File: config.mk
export PLATFORM = sky130hd
export DESIGN_NAME = source_tokenizer
export DESIGN_NICKNAME = d
export VERILOG_FILES = /design/src/rtl/core/st_pkg.sv /design/src/rtl/core/st_scan.sv /design/src/rtl/core/st_outq.sv /design/src/rtl/core/source_tokenizer.sv
export SDC_FILE = /design/constraint.sdc
export NUM_CORES = 2
export LEC_CHECK = 0
export ABC_CLOCK_PERIOD_IN_PS = 9810
export CORE_MARGIN = 5
export CORE_UTILIZATION = 44
export CTS_CLUSTER_SIZE = 25
export DETAILED_ROUTE_END_ITERATION = 6
export DONT_BUFFER_PORTS = 1
export PLACE_DENSITY = 0.7
export RECOVER_POWER = 100
export SYNTH_ARGS = -nofsm -noshare
export SYNTH_HDL_FRONTEND = slang
export SYNTH_SLANG_ARGS = --single-unit
File: constraint.sdc
create_clock -name clk_i -period 9.81 [get_ports clk_i]
set_input_delay 0.981 -clock clk_i [delete_from_list [all_inputs] [get_ports clk_i]]
set_output_delay 0.981 -clock clk_i [all_outputs]
set_load 0.005 [all_outputs]
File: src/rtl/core/st_pkg.sv
// Package for the source tokenizer: token kinds, scan modes, character classes and keyword lookup.
package st_pkg;

  localparam int unsigned PositionBits       = 16;
  localparam int unsigned KeywordPrefixDepth = 7;
  localparam int unsigned MaxResults         = 3;

  typedef enum logic [3:0] {
    MODE_IDLE     = 4'd0,
    MODE_IDENT    = 4'd1,
    MODE_NUM_INT  = 4'd2,
    MODE_NUM_DOT  = 4'd3,
    MODE_NUM_FRAC = 4'd4,
    MODE_STRING   = 4'd5,
    MODE_OP1      = 4'd6,
    MODE_OP2      = 4'd7
  } scan_mode_e;

  localparam logic [6:0] KindDot      = 7'd7;
  localparam logic [6:0] KindStrLit   = 7'd45;
  localparam logic [6:0] KindNumber   = 7'd46;
  localparam logic [6:0] KindIdent    = 7'd69;
  localparam logic [6:0] KindError    = 7'd70;
  localparam logic [6:0] KindEnd      = 7'd71;
  localparam logic [6:0] KindNotPunct = 7'h7f;

  localparam logic [1:0] ErrNone       = 2'd0;
  localparam logic [1:0] ErrUnexpected = 2'd1;
  localparam logic [1:0] ErrUntermStr  = 2'd2;

  typedef struct packed {
    logic [6:0]  kind;
    logic [15:0] start;
    logic [15:0] length;
    logic [15:0] line;
    logic [1:0]  err;
  } token_t;

  function automatic logic is_alpha(input logic [7:0] c);
    return (c >= "a" && c <= "z") || (c >= "A" && c <= "Z") || c == "_";
  endfunction

  function automatic logic is_digit(input logic [7:0] c);
    return c >= "0" && c <= "9";
  endfunction

  // Punctuation kind, or KindNotPunct when not punctuation.
  function automatic logic [6:0] punct_kind(input logic [7:0] c);
    logic [6:0] k;
    case (c)
      "(": k = 7'd0;  ")": k = 7'd1;  "{": k = 7'd2;  "}": k = 7'd3;
      "[": k = 7'd4;  "]": k = 7'd5;  ",": k = 7'd6;  ".": k = 7'd7;
      ";": k = 7'd8;  ":": k = 7'd9;  "~": k = 7'd10; "?": k = 7'd11;
      "$": k = 7'd12;
      default: k = KindNotPunct;
    endcase
    return k;
  endfunction

  // Single-character operator kind; error kind when not an operator.
  function automatic logic [6:0] op_single(input logic [7:0] c);
    logic [6:0] k;
    case (c)
      "+": k = 7'd13; "-": k = 7'd16; "*": k = 7'd19; "/": k = 7'd21;
      "%": k = 7'd23; "!": k = 7'd25; "=": k = 7'd27; ">": k = 7'd29;
      "<": k = 7'd33; "&": k = 7'd37; "|": k = 7'd40; "^": k = 7'd43;
      default: k = KindError;
    endcase
    return k;
  endfunction

  function automatic logic op_has_second(input logic [7:0] c);
    return c == "+" || c == "-" || c == ">" || c == "<" || c == "&" || c == "|";
  endfunction

  // Keyword lookup over the first seven prefix bytes; len already limited to seven.
  function automatic logic [6:0] keyword_kind(input logic [7:0] p [7], input logic [2:0] len);
    logic [6:0] k;
    k = KindIdent;
    case (len)
      3'd2: begin
        if (p[0] == "f" && p[1] == "n") k = 7'd54;
        if (p[0] == "i" && p[1] == "f") k = 7'd55;
        if (p[0] == "i" && p[1] == "n") k = 7'd56;
        if (p[0] == "o" && p[1] == "r") k = 7'd42;
      end
      3'd3: begin
        if (p[0] == "a" && p[1] == "n" && p[2] == "d") k = 7'd39;
        if (p[0] == "a" && p[1] == "n" && p[2] == "y") k = 7'd47;
        if (p[0] == "f" && p[1] == "o" && p[2] == "r") k = 7'd53;
        if (p[0] == "i" && p[1] == "n" && p[2] == "t") k = 7'd57;
        if (p[0] == "n" && p[1] == "i" && p[2] == "l") k = 7'd58;
        if (p[0] == "n" && p[1] == "u" && p[2] == "m") k = 7'd46;
        if (p[0] == "v" && p[1] == "a" && p[2] == "r") k = 7'd67;
      end
      3'd4: begin
        if ({p[0], p[1], p[2], p[3]} == "bool") k = 7'd48;
        if ({p[0], p[1], p[2], p[3]} == "case") k = 7'd49;
        if ({p[0], p[1], p[2], p[3]} == "else") k = 7'd51;
        if ({p[0], p[1], p[2], p[3]} == "self") k = 7'd61;
        if ({p[0], p[1], p[2], p[3]} == "skip") k = 7'd64;
        if ({p[0], p[1], p[2], p[3]} == "true") k = 7'd65;
        if ({p[0], p[1], p[2], p[3]} == "type") k = 7'd66;
      end
      3'd5: begin
        if ({p[0], p[1], p[2], p[3], p[4]} == "false") k = 7'd52;
        if ({p[0], p[1], p[2], p[3], p[4]} == "print") k = 7'd59;
        if ({p[0], p[1], p[2], p[3], p[4]} == "while") k = 7'd68;
      end
      3'd6: begin
        if ({p[0], p[1], p[2], p[3], p[4], p[5]} == "return") k = 7'd60;
        if ({p[0], p[1], p[2], p[3], p[4], p[5]} == "static") k = 7'd62;
        if ({p[0], p[1], p[2], p[3], p[4], p[5]} == "string") k = 7'd63;
        if ({p[0], p[1], p[2], p[3], p[4], p[5]} == "switch") k = 7'd64;
      end
      3'd7: begin
        if ({p[0], p[1], p[2], p[3], p[4], p[5], p[6]} == "default") k = 7'd50;
      end
      default: k = KindIdent;
    endcase
    return k;
  endfunction

endpackage

File: src/rtl/core/st_scan.sv
// Scanner state and per-byte token decision; one byte per cycle while step_i is high.
module st_scan #(
  parameter int unsigned POSITION_BITS        = st_pkg::PositionBits,
  parameter int unsigned KEYWORD_PREFIX_DEPTH = st_pkg::KeywordPrefixDepth
) (
  input  logic              clk_i,
  input  logic              rst_ni,
  input  logic              step_i,
  input  logic [7:0]        char_i,
  input  logic              eos_i,
  output logic [1:0]        count_o,
  output st_pkg::token_t    tok_o [3]
);

  localparam logic [POSITION_BITS-1:0] PosMax = {POSITION_BITS{1'b1}};
  localparam int unsigned PrefixIdxBits = $clog2(KEYWORD_PREFIX_DEPTH);
  localparam int unsigned SumBits = ((POSITION_BITS > 16) ? POSITION_BITS : 16) + 1;

  st_pkg::scan_mode_e        mode_q, mode_d;
  logic [POSITION_BITS-1:0]  pos_q, pos_d, begin_q, begin_d;
  logic [15:0]               line_q, line_d, len_q, len_d;
  logic [7:0]                pend_q, pend_d;
  logic                      esc_q, esc_d;
  logic [7:0]                prefix_q [KEYWORD_PREFIX_DEPTH];
  logic                      pwr;
  logic [PrefixIdxBits-1:0]  pidx;
  logic [7:0]                pwr_data;

  logic [7:0]  kwp [7];
  logic [6:0]  id_kind, single;
  logic [1:0]  n;
  st_pkg::token_t t [3];
  logic        start_tok;
  logic [15:0] begin16, dot16;
  logic [SumBits-1:0] dot_sum;

  function automatic logic [15:0] inc16(input logic [15:0] v);
    return (v == 16'hffff) ? v : v + 16'd1;
  endfunction

  function automatic logic [15:0] clamp16(input logic [POSITION_BITS-1:0] v);
    return (v > POSITION_BITS'(16'hffff)) ? 16'hffff : 16'(v);
  endfunction

  always_comb begin
    for (int i = 0; i < 7; i++) kwp[i] = prefix_q[i];
    id_kind = (len_q > 16'(KEYWORD_PREFIX_DEPTH) || len_q > 16'd7) ? st_pkg::KindIdent
            : st_pkg::keyword_kind(kwp, len_q[2:0]);
    single  = st_pkg::op_single(pend_q);
    begin16 = clamp16(begin_q);
    dot_sum = SumBits'(begin_q) + SumBits'(len_q);
    dot16   = (dot_sum > SumBits'(PosMax)) ? clamp16(PosMax)
            : clamp16(dot_sum[POSITION_BITS-1:0]);
  end

  // Emits append into t[n]; the branches below emit at most three tokens per byte.
  always_comb begin
    mode_d = mode_q; pos_d = pos_q; begin_d = begin_q; line_d = line_q;
    len_d = len_q; pend_d = pend_q; esc_d = esc_q;
    pwr = 1'b0; pidx = '0; pwr_data = char_i;
    n = 2'd0; start_tok = 1'b0;
    for (int i = 0; i < 3; i++) t[i] = '0;

    if (eos_i) begin
      case (mode_q)
        st_pkg::MODE_IDENT: begin
          t[0] = '{id_kind, begin16, len_q, line_q, st_pkg::ErrNone}; n = 2'd1;
        end
        st_pkg::MODE_NUM_INT, st_pkg::MODE_NUM_FRAC: begin
          t[0] = '{st_pkg::KindNumber, begin16, len_q, line_q, st_pkg::ErrNone}; n = 2'd1;
        end
        st_pkg::MODE_NUM_DOT: begin
          t[0] = '{st_pkg::KindNumber, begin16, len_q, line_q, st_pkg::ErrNone};
          t[1] = '{st_pkg::KindDot, dot16, 16'd1, line_q, st_pkg::ErrNone}; n = 2'd2;
        end
        st_pkg::MODE_STRING: begin
          t[0] = '{st_pkg::KindError, begin16, len_q, line_q, st_pkg::ErrUntermStr}; n = 2'd1;
        end
        st_pkg::MODE_OP1: begin
          t[0] = '{single, begin16, 16'd1, line_q, st_pkg::ErrNone}; n = 2'd1;
        end
        st_pkg::MODE_OP2: begin
          t[0] = '{single + 7'd2, begin16, 16'd2, line_q, st_pkg::ErrNone}; n = 2'd1;
        end
        default: n = 2'd0;
      endcase
      t[n] = '{st_pkg::KindEnd, clamp16(pos_q), 16'd0, line_q, st_pkg::ErrNone};
      n = n + 2'd1;
      mode_d = st_pkg::MODE_IDLE;
      esc_d  = 1'b0;
    end else begin
      if (pos_q != PosMax) pos_d = pos_q + POSITION_BITS'(1);
      case (mode_q)
        st_pkg::MODE_IDENT: begin
          if (st_pkg::is_alpha(char_i) || st_pkg::is_digit(char_i)) begin
            if (len_q < 16'(KEYWORD_PREFIX_DEPTH)) begin
              pwr = 1'b1; pidx = len_q[PrefixIdxBits-1:0];
            end
            len_d = inc16(len_q);
          end else begin
            t[0] = '{id_kind, begin16, len_q, line_q, st_pkg::ErrNone}; n = 2'd1;
            start_tok = 1'b1;
          end
        end
        st_pkg::MODE_NUM_INT: begin
          if (st_pkg::is_digit(char_i)) len_d = inc16(len_q);
          else if (char_i == ".") mode_d = st_pkg::MODE_NUM_DOT;
          else begin
            t[0] = '{st_pkg::KindNumber, begin16, len_q, line_q, st_pkg::ErrNone}; n = 2'd1;
            start_tok = 1'b1;
          end
        end
        st_pkg::MODE_NUM_DOT: begin
          if (st_pkg::is_digit(char_i)) begin
            len_d  = inc16(inc16(len_q));
            mode_d = st_pkg::MODE_NUM_FRAC;
          end else begin
            t[0] = '{st_pkg::KindNumber, begin16, len_q, line_q, st_pkg::ErrNone};
            t[1] = '{st_pkg::KindDot, dot16, 16'd1, line_q, st_pkg::ErrNone}; n = 2'd2;
            start_tok = 1'b1;
          end
        end
        st_pkg::MODE_NUM_FRAC: begin
          if (st_pkg::is_digit(char_i)) len_d = inc16(len_q);
          else begin
            t[0] = '{st_pkg::KindNumber, begin16, len_q, line_q, st_pkg::ErrNone}; n = 2'd1;
            start_tok = 1'b1;
          end
        end
        st_pkg::MODE_STRING: begin
          len_d = inc16(len_q);
          if (esc_q) esc_d = 1'b0;
          else if (char_i == "\\") esc_d = 1'b1;
          else if (char_i == "\"") begin
            t[0] = '{st_pkg::KindStrLit, begin16, inc16(len_q), line_q, st_pkg::ErrNone};
            n = 2'd1; mode_d = st_pkg::MODE_IDLE;
          end else if (char_i == 8'h0a) line_d = inc16(line_q);
        end
        st_pkg::MODE_OP1: begin
          if (char_i == "=") begin
            t[0] = '{single + 7'd1, begin16, 16'd2, line_q, st_pkg::ErrNone};
            n = 2'd1; mode_d = st_pkg::MODE_IDLE;
          end else if (char_i == pend_q && st_pkg::op_has_second(char_i)) begin
            if (char_i == ">" || char_i == "<") mode_d = st_pkg::MODE_OP2;
            else begin
              t[0] = '{single + 7'd2, begin16, 16'd2, line_q, st_pkg::ErrNone};
              n = 2'd1; mode_d = st_pkg::MODE_IDLE;
            end
          end else begin
            t[0] = '{single, begin16, 16'd1, line_q, st_pkg::ErrNone}; n = 2'd1;
            start_tok = 1'b1;
          end
        end
        st_pkg::MODE_OP2: begin
          if (char_i == "=") begin
            t[0] = '{single + 7'd3, begin16, 16'd3, line_q, st_pkg::ErrNone};
            n = 2'd1; mode_d = st_pkg::MODE_IDLE;
          end else begin
            t[0] = '{single + 7'd2, begin16, 16'd2, line_q, st_pkg::ErrNone}; n = 2'd1;
            start_tok = 1'b1;
          end
        end
        default: start_tok = 1'b1;
      endcase

      if (start_tok) begin
        mode_d = st_pkg::MODE_IDLE;
        if (char_i == " " || char_i == 8'h0d || char_i == 8'h09) begin
          mode_d = st_pkg::MODE_IDLE;
        end else if (char_i == 8'h0a) begin
          line_d = inc16(line_q);
        end else begin
          begin_d = pos_q;
          len_d   = 16'd1;
          if (st_pkg::is_alpha(char_i)) begin
            pwr = 1'b1; pidx = '0; mode_d = st_pkg::MODE_IDENT;
          end else if (st_pkg::is_digit(char_i)) begin
            mode_d = st_pkg::MODE_NUM_INT;
          end else if (char_i == "\"") begin
            esc_d = 1'b0; mode_d = st_pkg::MODE_STRING;
          end else if (st_pkg::punct_kind(char_i) != st_pkg::KindNotPunct) begin
            t[n] = '{st_pkg::punct_kind(char_i), clamp16(pos_q), 16'd1, line_q,
                     st_pkg::ErrNone};
            n = n + 2'd1;
          end else if (st_pkg::op_single(char_i) != st_pkg::KindError) begin
            pend_d = char_i; mode_d = st_pkg::MODE_OP1;
          end else if (char_i == 8'h00) begin
            t[n] = '{st_pkg::KindEnd, clamp16(pos_q), 16'd1, line_q, st_pkg::ErrNone};
            n = n + 2'd1;
          end else begin
            t[n] = '{st_pkg::KindError, clamp16(pos_q), 16'd1, line_q,
                     st_pkg::ErrUnexpected};
            n = n + 2'd1;
          end
        end
      end
    end
  end

  assign count_o = n;
  assign tok_o   = t;

  always_ff @(posedge clk_i or negedge rst_ni) begin
    if (!rst_ni) begin
      mode_q  <= st_pkg::MODE_IDLE;
      pos_q   <= '0;
      begin_q <= '0;
      line_q  <= 16'd1;
      len_q   <= '0;
      pend_q  <= '0;
      esc_q   <= 1'b0;
    end else if (step_i) begin
      mode_q  <= mode_d;
      pos_q   <= pos_d;
      begin_q <= begin_d;
      line_q  <= line_d;
      len_q   <= len_d;
      pend_q  <= pend_d;
      esc_q   <= esc_d;
    end
  end

  always_ff @(posedge clk_i) begin
    if (step_i && pwr) prefix_q[pidx] <= pwr_data;
  end

endmodule

File: src/rtl/core/st_outq.sv
// Result queue: eight entries, takes up to three tokens per byte, drains one a cycle while ready_i is high.
module st_outq (
  input  logic           clk_i,
  input  logic           rst_ni,
  input  logic           push_i,
  input  logic [1:0]     count_i,
  input  st_pkg::token_t tok_i [3],
  output logic           space_o,
  output logic           valid_o,
  input  logic           ready_i,
  output st_pkg::token_t tok_o,
  output logic           last_o
);

  localparam int unsigned Depth = 8;

  st_pkg::token_t mem_q [Depth];
  logic           last_q [Depth];
  logic [2:0]     rd_q, wr_q;
  logic [3:0]     fill_q;
  logic           pop;
  logic [1:0]     add;

  assign valid_o = fill_q != 4'd0;
  assign pop     = valid_o && ready_i;
  assign add     = push_i ? count_i : 2'd0;
  // Room for a full byte's worth even when nothing pops this cycle.
  assign space_o = fill_q <= 4'd5;
  assign tok_o   = mem_q[rd_q];
  assign last_o  = last_q[rd_q];

  always_ff @(posedge clk_i or negedge rst_ni) begin
    if (!rst_ni) begin
      rd_q   <= '0;
      wr_q   <= '0;
      fill_q <= '0;
    end else begin
      if (pop) rd_q <= rd_q + 3'd1;
      wr_q   <= wr_q + 3'(add);
      fill_q <= fill_q + 4'(add) - 4'(pop);
    end
  end

  always_ff @(posedge clk_i) begin
    for (int i = 0; i < 3; i++) begin
      if (2'(i) < add) begin
        mem_q[wr_q + 3'(i)]  <= tok_i[i];
        last_q[wr_q + 3'(i)] <= (2'(i) == add - 2'd1);
      end
    end
  end

endmodule

File: src/rtl/core/source_tokenizer.sv
// Top level of the streaming source tokenizer.
// Usage: one source byte per transfer on the s_axis side; tdata[7:0] is the byte and
// tuser flags end of text (byte then ignored, pending token flushed, end token added).
// Each byte yields zero to three tokens on the m_axis side; tlast marks the final token
// caused by one input byte. Blanks yield nothing; newlines advance the line count.
// A token is written into the output queue when the byte that completes it is taken.
// Throughput: one byte per cycle while s_axis_tready is high; the scan state is registered.
// Tokens drain one per cycle while m_axis_tready is high through an 8-entry queue, so a run
// of multi-token bytes can briefly drop s_axis_tready until the queue has room for three more.
// Reset: scan state idle, offset 0, line 1, queue empty; no clearing pass.
// When the receiver stalls the queue fills and s_axis_tready falls; nothing is lost.
module source_tokenizer #(
  parameter int unsigned POSITION_BITS        = st_pkg::PositionBits,
  parameter int unsigned KEYWORD_PREFIX_DEPTH = st_pkg::KeywordPrefixDepth
) (
  input  logic        clk_i,
  input  logic        rst_ni,
  input  logic        s_axis_tvalid,
  output logic        s_axis_tready,
  input  logic [7:0]  s_axis_tdata,  // [7:0] source_char
  input  logic        s_axis_tuser,  // [0] end_of_source
  output logic        m_axis_tvalid,
  input  logic        m_axis_tready,
  output logic [63:0] m_axis_tdata,  // token_kind, token_start, token_length, line_number, error_code
  output logic        m_axis_tlast
);

  logic           step;
  logic [1:0]     count;
  st_pkg::token_t toks [3];
  st_pkg::token_t head;
  logic           space;

  assign s_axis_tready = space;
  assign step = s_axis_tvalid && s_axis_tready;

  st_scan #(
    .POSITION_BITS(POSITION_BITS),
    .KEYWORD_PREFIX_DEPTH(KEYWORD_PREFIX_DEPTH)
  ) u_scan (
    .clk_i, .rst_ni, .step_i(step), .char_i(s_axis_tdata), .eos_i(s_axis_tuser),
    .count_o(count), .tok_o(toks)
  );

  st_outq u_outq (
    .clk_i, .rst_ni, .push_i(step), .count_i(count), .tok_i(toks), .space_o(space),
    .valid_o(m_axis_tvalid), .ready_i(m_axis_tready), .tok_o(head), .last_o(m_axis_tlast)
  );

  assign m_axis_tdata = {7'b0, head.err, head.line, head.length, head.start, head.kind};

  a_eos_emits: assert property (@(posedge clk_i) disable iff (!rst_ni)
    step && s_axis_tuser |-> count != 2'd0) else $error("end marker without end token");
  a_count_max: assert property (@(posedge clk_i) disable iff (!rst_ni)
    step |-> count != 2'd3 || s_axis_tuser || toks[2].kind != st_pkg::KindIdent)
    else $error("third token is never an identifier");
  a_valid_after: assert property (@(posedge clk_i) disable iff (!rst_ni)
    step && count != 2'd0 |=> m_axis_tvalid) else $error("token lost");

endmodule
==> key figures <==
Yosys
  • Mapped Cells: 3501
  • Register area share after synthesis: a little under half
  • Average instance area after synthesis: ~11 um2
  • Synth unique cells: roughly 120
  • Synth warn: 0
  • Ys flop type: edfxtp_1
  • Synth Cell Area: 37500 um2
  • Yosys reg bits: between 600 and 700
  • Post-synth EDFFs: 520
  • Ys async rst share: 14.2%

GRT
  • Largest net degree at the start of global routing: between 80 and 90
  • Vias in the first global route: 30200
  • Gr ovfl total: 0
  • First-pass GRT wire length: 197 mm
  • Initial antenna violation count: 1
  • Total GRT Usage: between 20% and 30%

Clock network
  • H-tree lvl count: 3
  • Root Buffer: clkbuf_16
  • Post-CTS resize count: 0
  • Clk pin slew, worst setup/hold paths: about 60 ps
  • Hold bufs inserted after CTS: 0
  • Post-CTS setup buffers: 0
  • Clk Latency, worst-skew pair: between 600 and 700 ps
  • CTS buffer count: 68
  • Clock sinks: between 600 and 700
  • CTS Buffer Depth: 3
  • CTS tree: yes

Run
  • Max-Cap Viols: 16

Placement
  • Post-DP HPWL: a little under 90 mm
  • Setup slack at placement: about 3500 ps
  • Routability cong.: approximately 1
  • IO Port Bufs: 0

Worst setup path
  • WS Path Type: flip-flop to flip-flop
  • CP required: between 10000 and 15000 ps
  • CP endpoint kind: flip-flop
  • Critical Path AT: about 8500 ps
  • CP Max Fanout: 38
  • Startpoint Class: flip-flop

Timing
  • Fin crit share: between 80% and 90%
  • Setup Skew: about 57 ps
  • Worst-Margin Slew: approximately 3300 ps
  • Final hold vios: 0
  • Worst rel slew slack: -121%
  • Fin. max-slew vios: about 450
  • Setup TNS: 0 ps
  • Worst setup margin: 1540 ps
  • Setup violations, final: 0
  • RSZ-0062 raised after global routing: no
  • Final min period: between 8000 and 9000 ps
  • Achievable clock frequency: roughly 0.12 GHz

Route
  • Post-route antenna net violation count: 0
  • Vias: around 32000
  • DRT iter0 DRCs: about 5000
  • WL per Instance: just under 30 um
  • Vias per cell: roughly 7
  • Routed WL: 134 mm
  • # DRC: 29
  • Pre-antenna DRT Iters: 7

Worst hold path
  • Min-delay worst type: primary input to async pin

Cells and area
  • Syn-to-layout area delta: 8.03%
  • Nets: ~3400
  • Commonest cells after routing, fill and taps aside: edfxtp_1, nor2_1, nand2_1
  • Ant. Diodes: 0
  • Layout cell share with drive strength beyond 1: a little over a tenth
  • Commonest non-fill, non-tap cell in the layout: edfxtp_1

Run status
  • Failing checks: design-rule violations, max-capacitance violations, max-slew violations
  • Outcome: finished with violations

Pwr
  • VDD IR max: roughly 0.18 mV
  • P_leak: 0.0137 uW
  • Power density cells: 272 nW/um2

Floorplan
  • Die height: roughly 300 um
  • Die area: 91200 um2
  • # IOs: 80
  • Num rows: about 110
  • Core area: around 85000 um2
  • Initial Util: between 40% and 50%
  • Chip width: 302 um
metrics by stage:
| step | cells | util, % | cell area, um2 | power (uW) | hold WS (ps) |
|---|---|---|---|---|---|
| after floorplan | 3507 | - | 37500 | 6850 | 478 |
| after global placement | 4433 | 45.4 | 38500 | 8330 | 503 |
| after detailed placement | 4433 | 45.4 | 38500 | 8380 | 514 |
| after CTS | 4555 | 48.1 | 40900 | 11000 | 19.8 |
| after global routing | 4555 | 47.8 | 40500 | 11400 | 36.0 |
| final | 4555 | 47.8 | 40500 | 11000 | 70.6 |
cell families after synthesis:
group / share of synthesized area (%)
other: 0.00999
AND/OR/NAND/NOR: 17.1
flip-flops: 47.4
AO/OA/AOI/OAI: 18.6
buffers and inverters: 4.19
XOR/XNOR: 1.49
multiplexers: 9.49
adder cells (fa/ha/maj): 1.69
synthesized netlist by cell type, drive strengths merged (38+ instances only):
cell    count  area, um2
edfxtp    520      15600
nor2      350       1320
nand2     298       1120
clkbuf    209        788
o21ai     153        769
a21oi     138        698
nand3     119        596
mux4      116       2610
nor3      109        566
buf       101        515
dfrtp      85       2130
a221o      71        711
inv        71        267
mux2       71        800
a22o       68        596
o221ai     64        567
nand4      63        400
xnor2      52        455
a22oi      51        383
and2       47        294
ha         46        576
a211oi     45        365
nor2b      43        269
nor4       40        308
a221oi     38        333
where the power goes:
part | internal [uW] | total [uW] | switching [uW] | leakage [uW]
clock | 1530 | 2660 | 1130 | 0.00112
combinational | 1590 | 4470 | 2880 | 0.00661
sequential | 3440 | 3880 | 448 | 0.00593
total | 6560 | 11000 | 4450 | 0.0137
worst paths after layout:
kind | startpoint | endpoint | slack, ps | depth (start not counted)
max in group asynchronous | rst_ni | u_scan.line_q[0] | 9470 | 0
setup / recovery | u_scan.mode_q[1] | u_outq.mem_q[3][53] | 1540 | 11
hold reg to reg | u_scan.begin_q[15] | u_scan.begin_q[15] | 530 | 2
setup reg to reg | u_scan.mode_q[1] | u_outq.mem_q[3][53] | 1540 | 11
min in group clk_i | s_axis_tdata[4] | u_scan.prefix_q[2][4] | 450 | 0
hold / removal | rst_ni | u_scan.len_q[11] | 70 | 0
metal layers:
layer  track usage [%]  vias to the layer above  wire length (um)
met5                 0                        -                 0
met4              12.6                        0              7290
met3              6.42                      458             16000
met2              44.3                     2312             60100
met1              38.5                    15600             50200
li1                  -                    13500                 -
cell type report:
type	count	area (um2)
clock buffers	90	1830
repair buffers	92	567
multi-input cells	2520	18200
inverters	71	267
flip-flops and latches	606	17800
fillers	7728	44300
well taps	1144	1430
clock inverters	32	488
sequential cells by signal, summed over array words and instances, names as in the netlist:
| name | count |
|---|---|
| u_outq.mem_q | 456 |
| u_scan.pos_q | 16 |
| u_scan.begin_q | 16 |
| u_scan.pend_q | 8 |
| u_outq.rd_q | 3 |
| u_outq.fill_q | 4 |
| u_scan.prefix_q | 56 |
| u_scan.len_q | 16 |
| u_scan.line_q | 16 |
| u_scan.mode_q | 3 |
| u_outq.last_q | 8 |
| u_outq.wr_q | 3 |
| u_scan.esc_q | 1 |
critical path, cell delays in order (launching register included):
cell	delay [ps]
dfrtp_1	640
inv_1	450
nand2_1	240
a21oi_1	440
ha_1	210
clkbuf_1	1300
nor2_1	540
a21o_1	440
nor2_1	240
o211ai_1	220
nor3_1	2490
a222oi_1	620
Power figures use the tool's default switching activity.
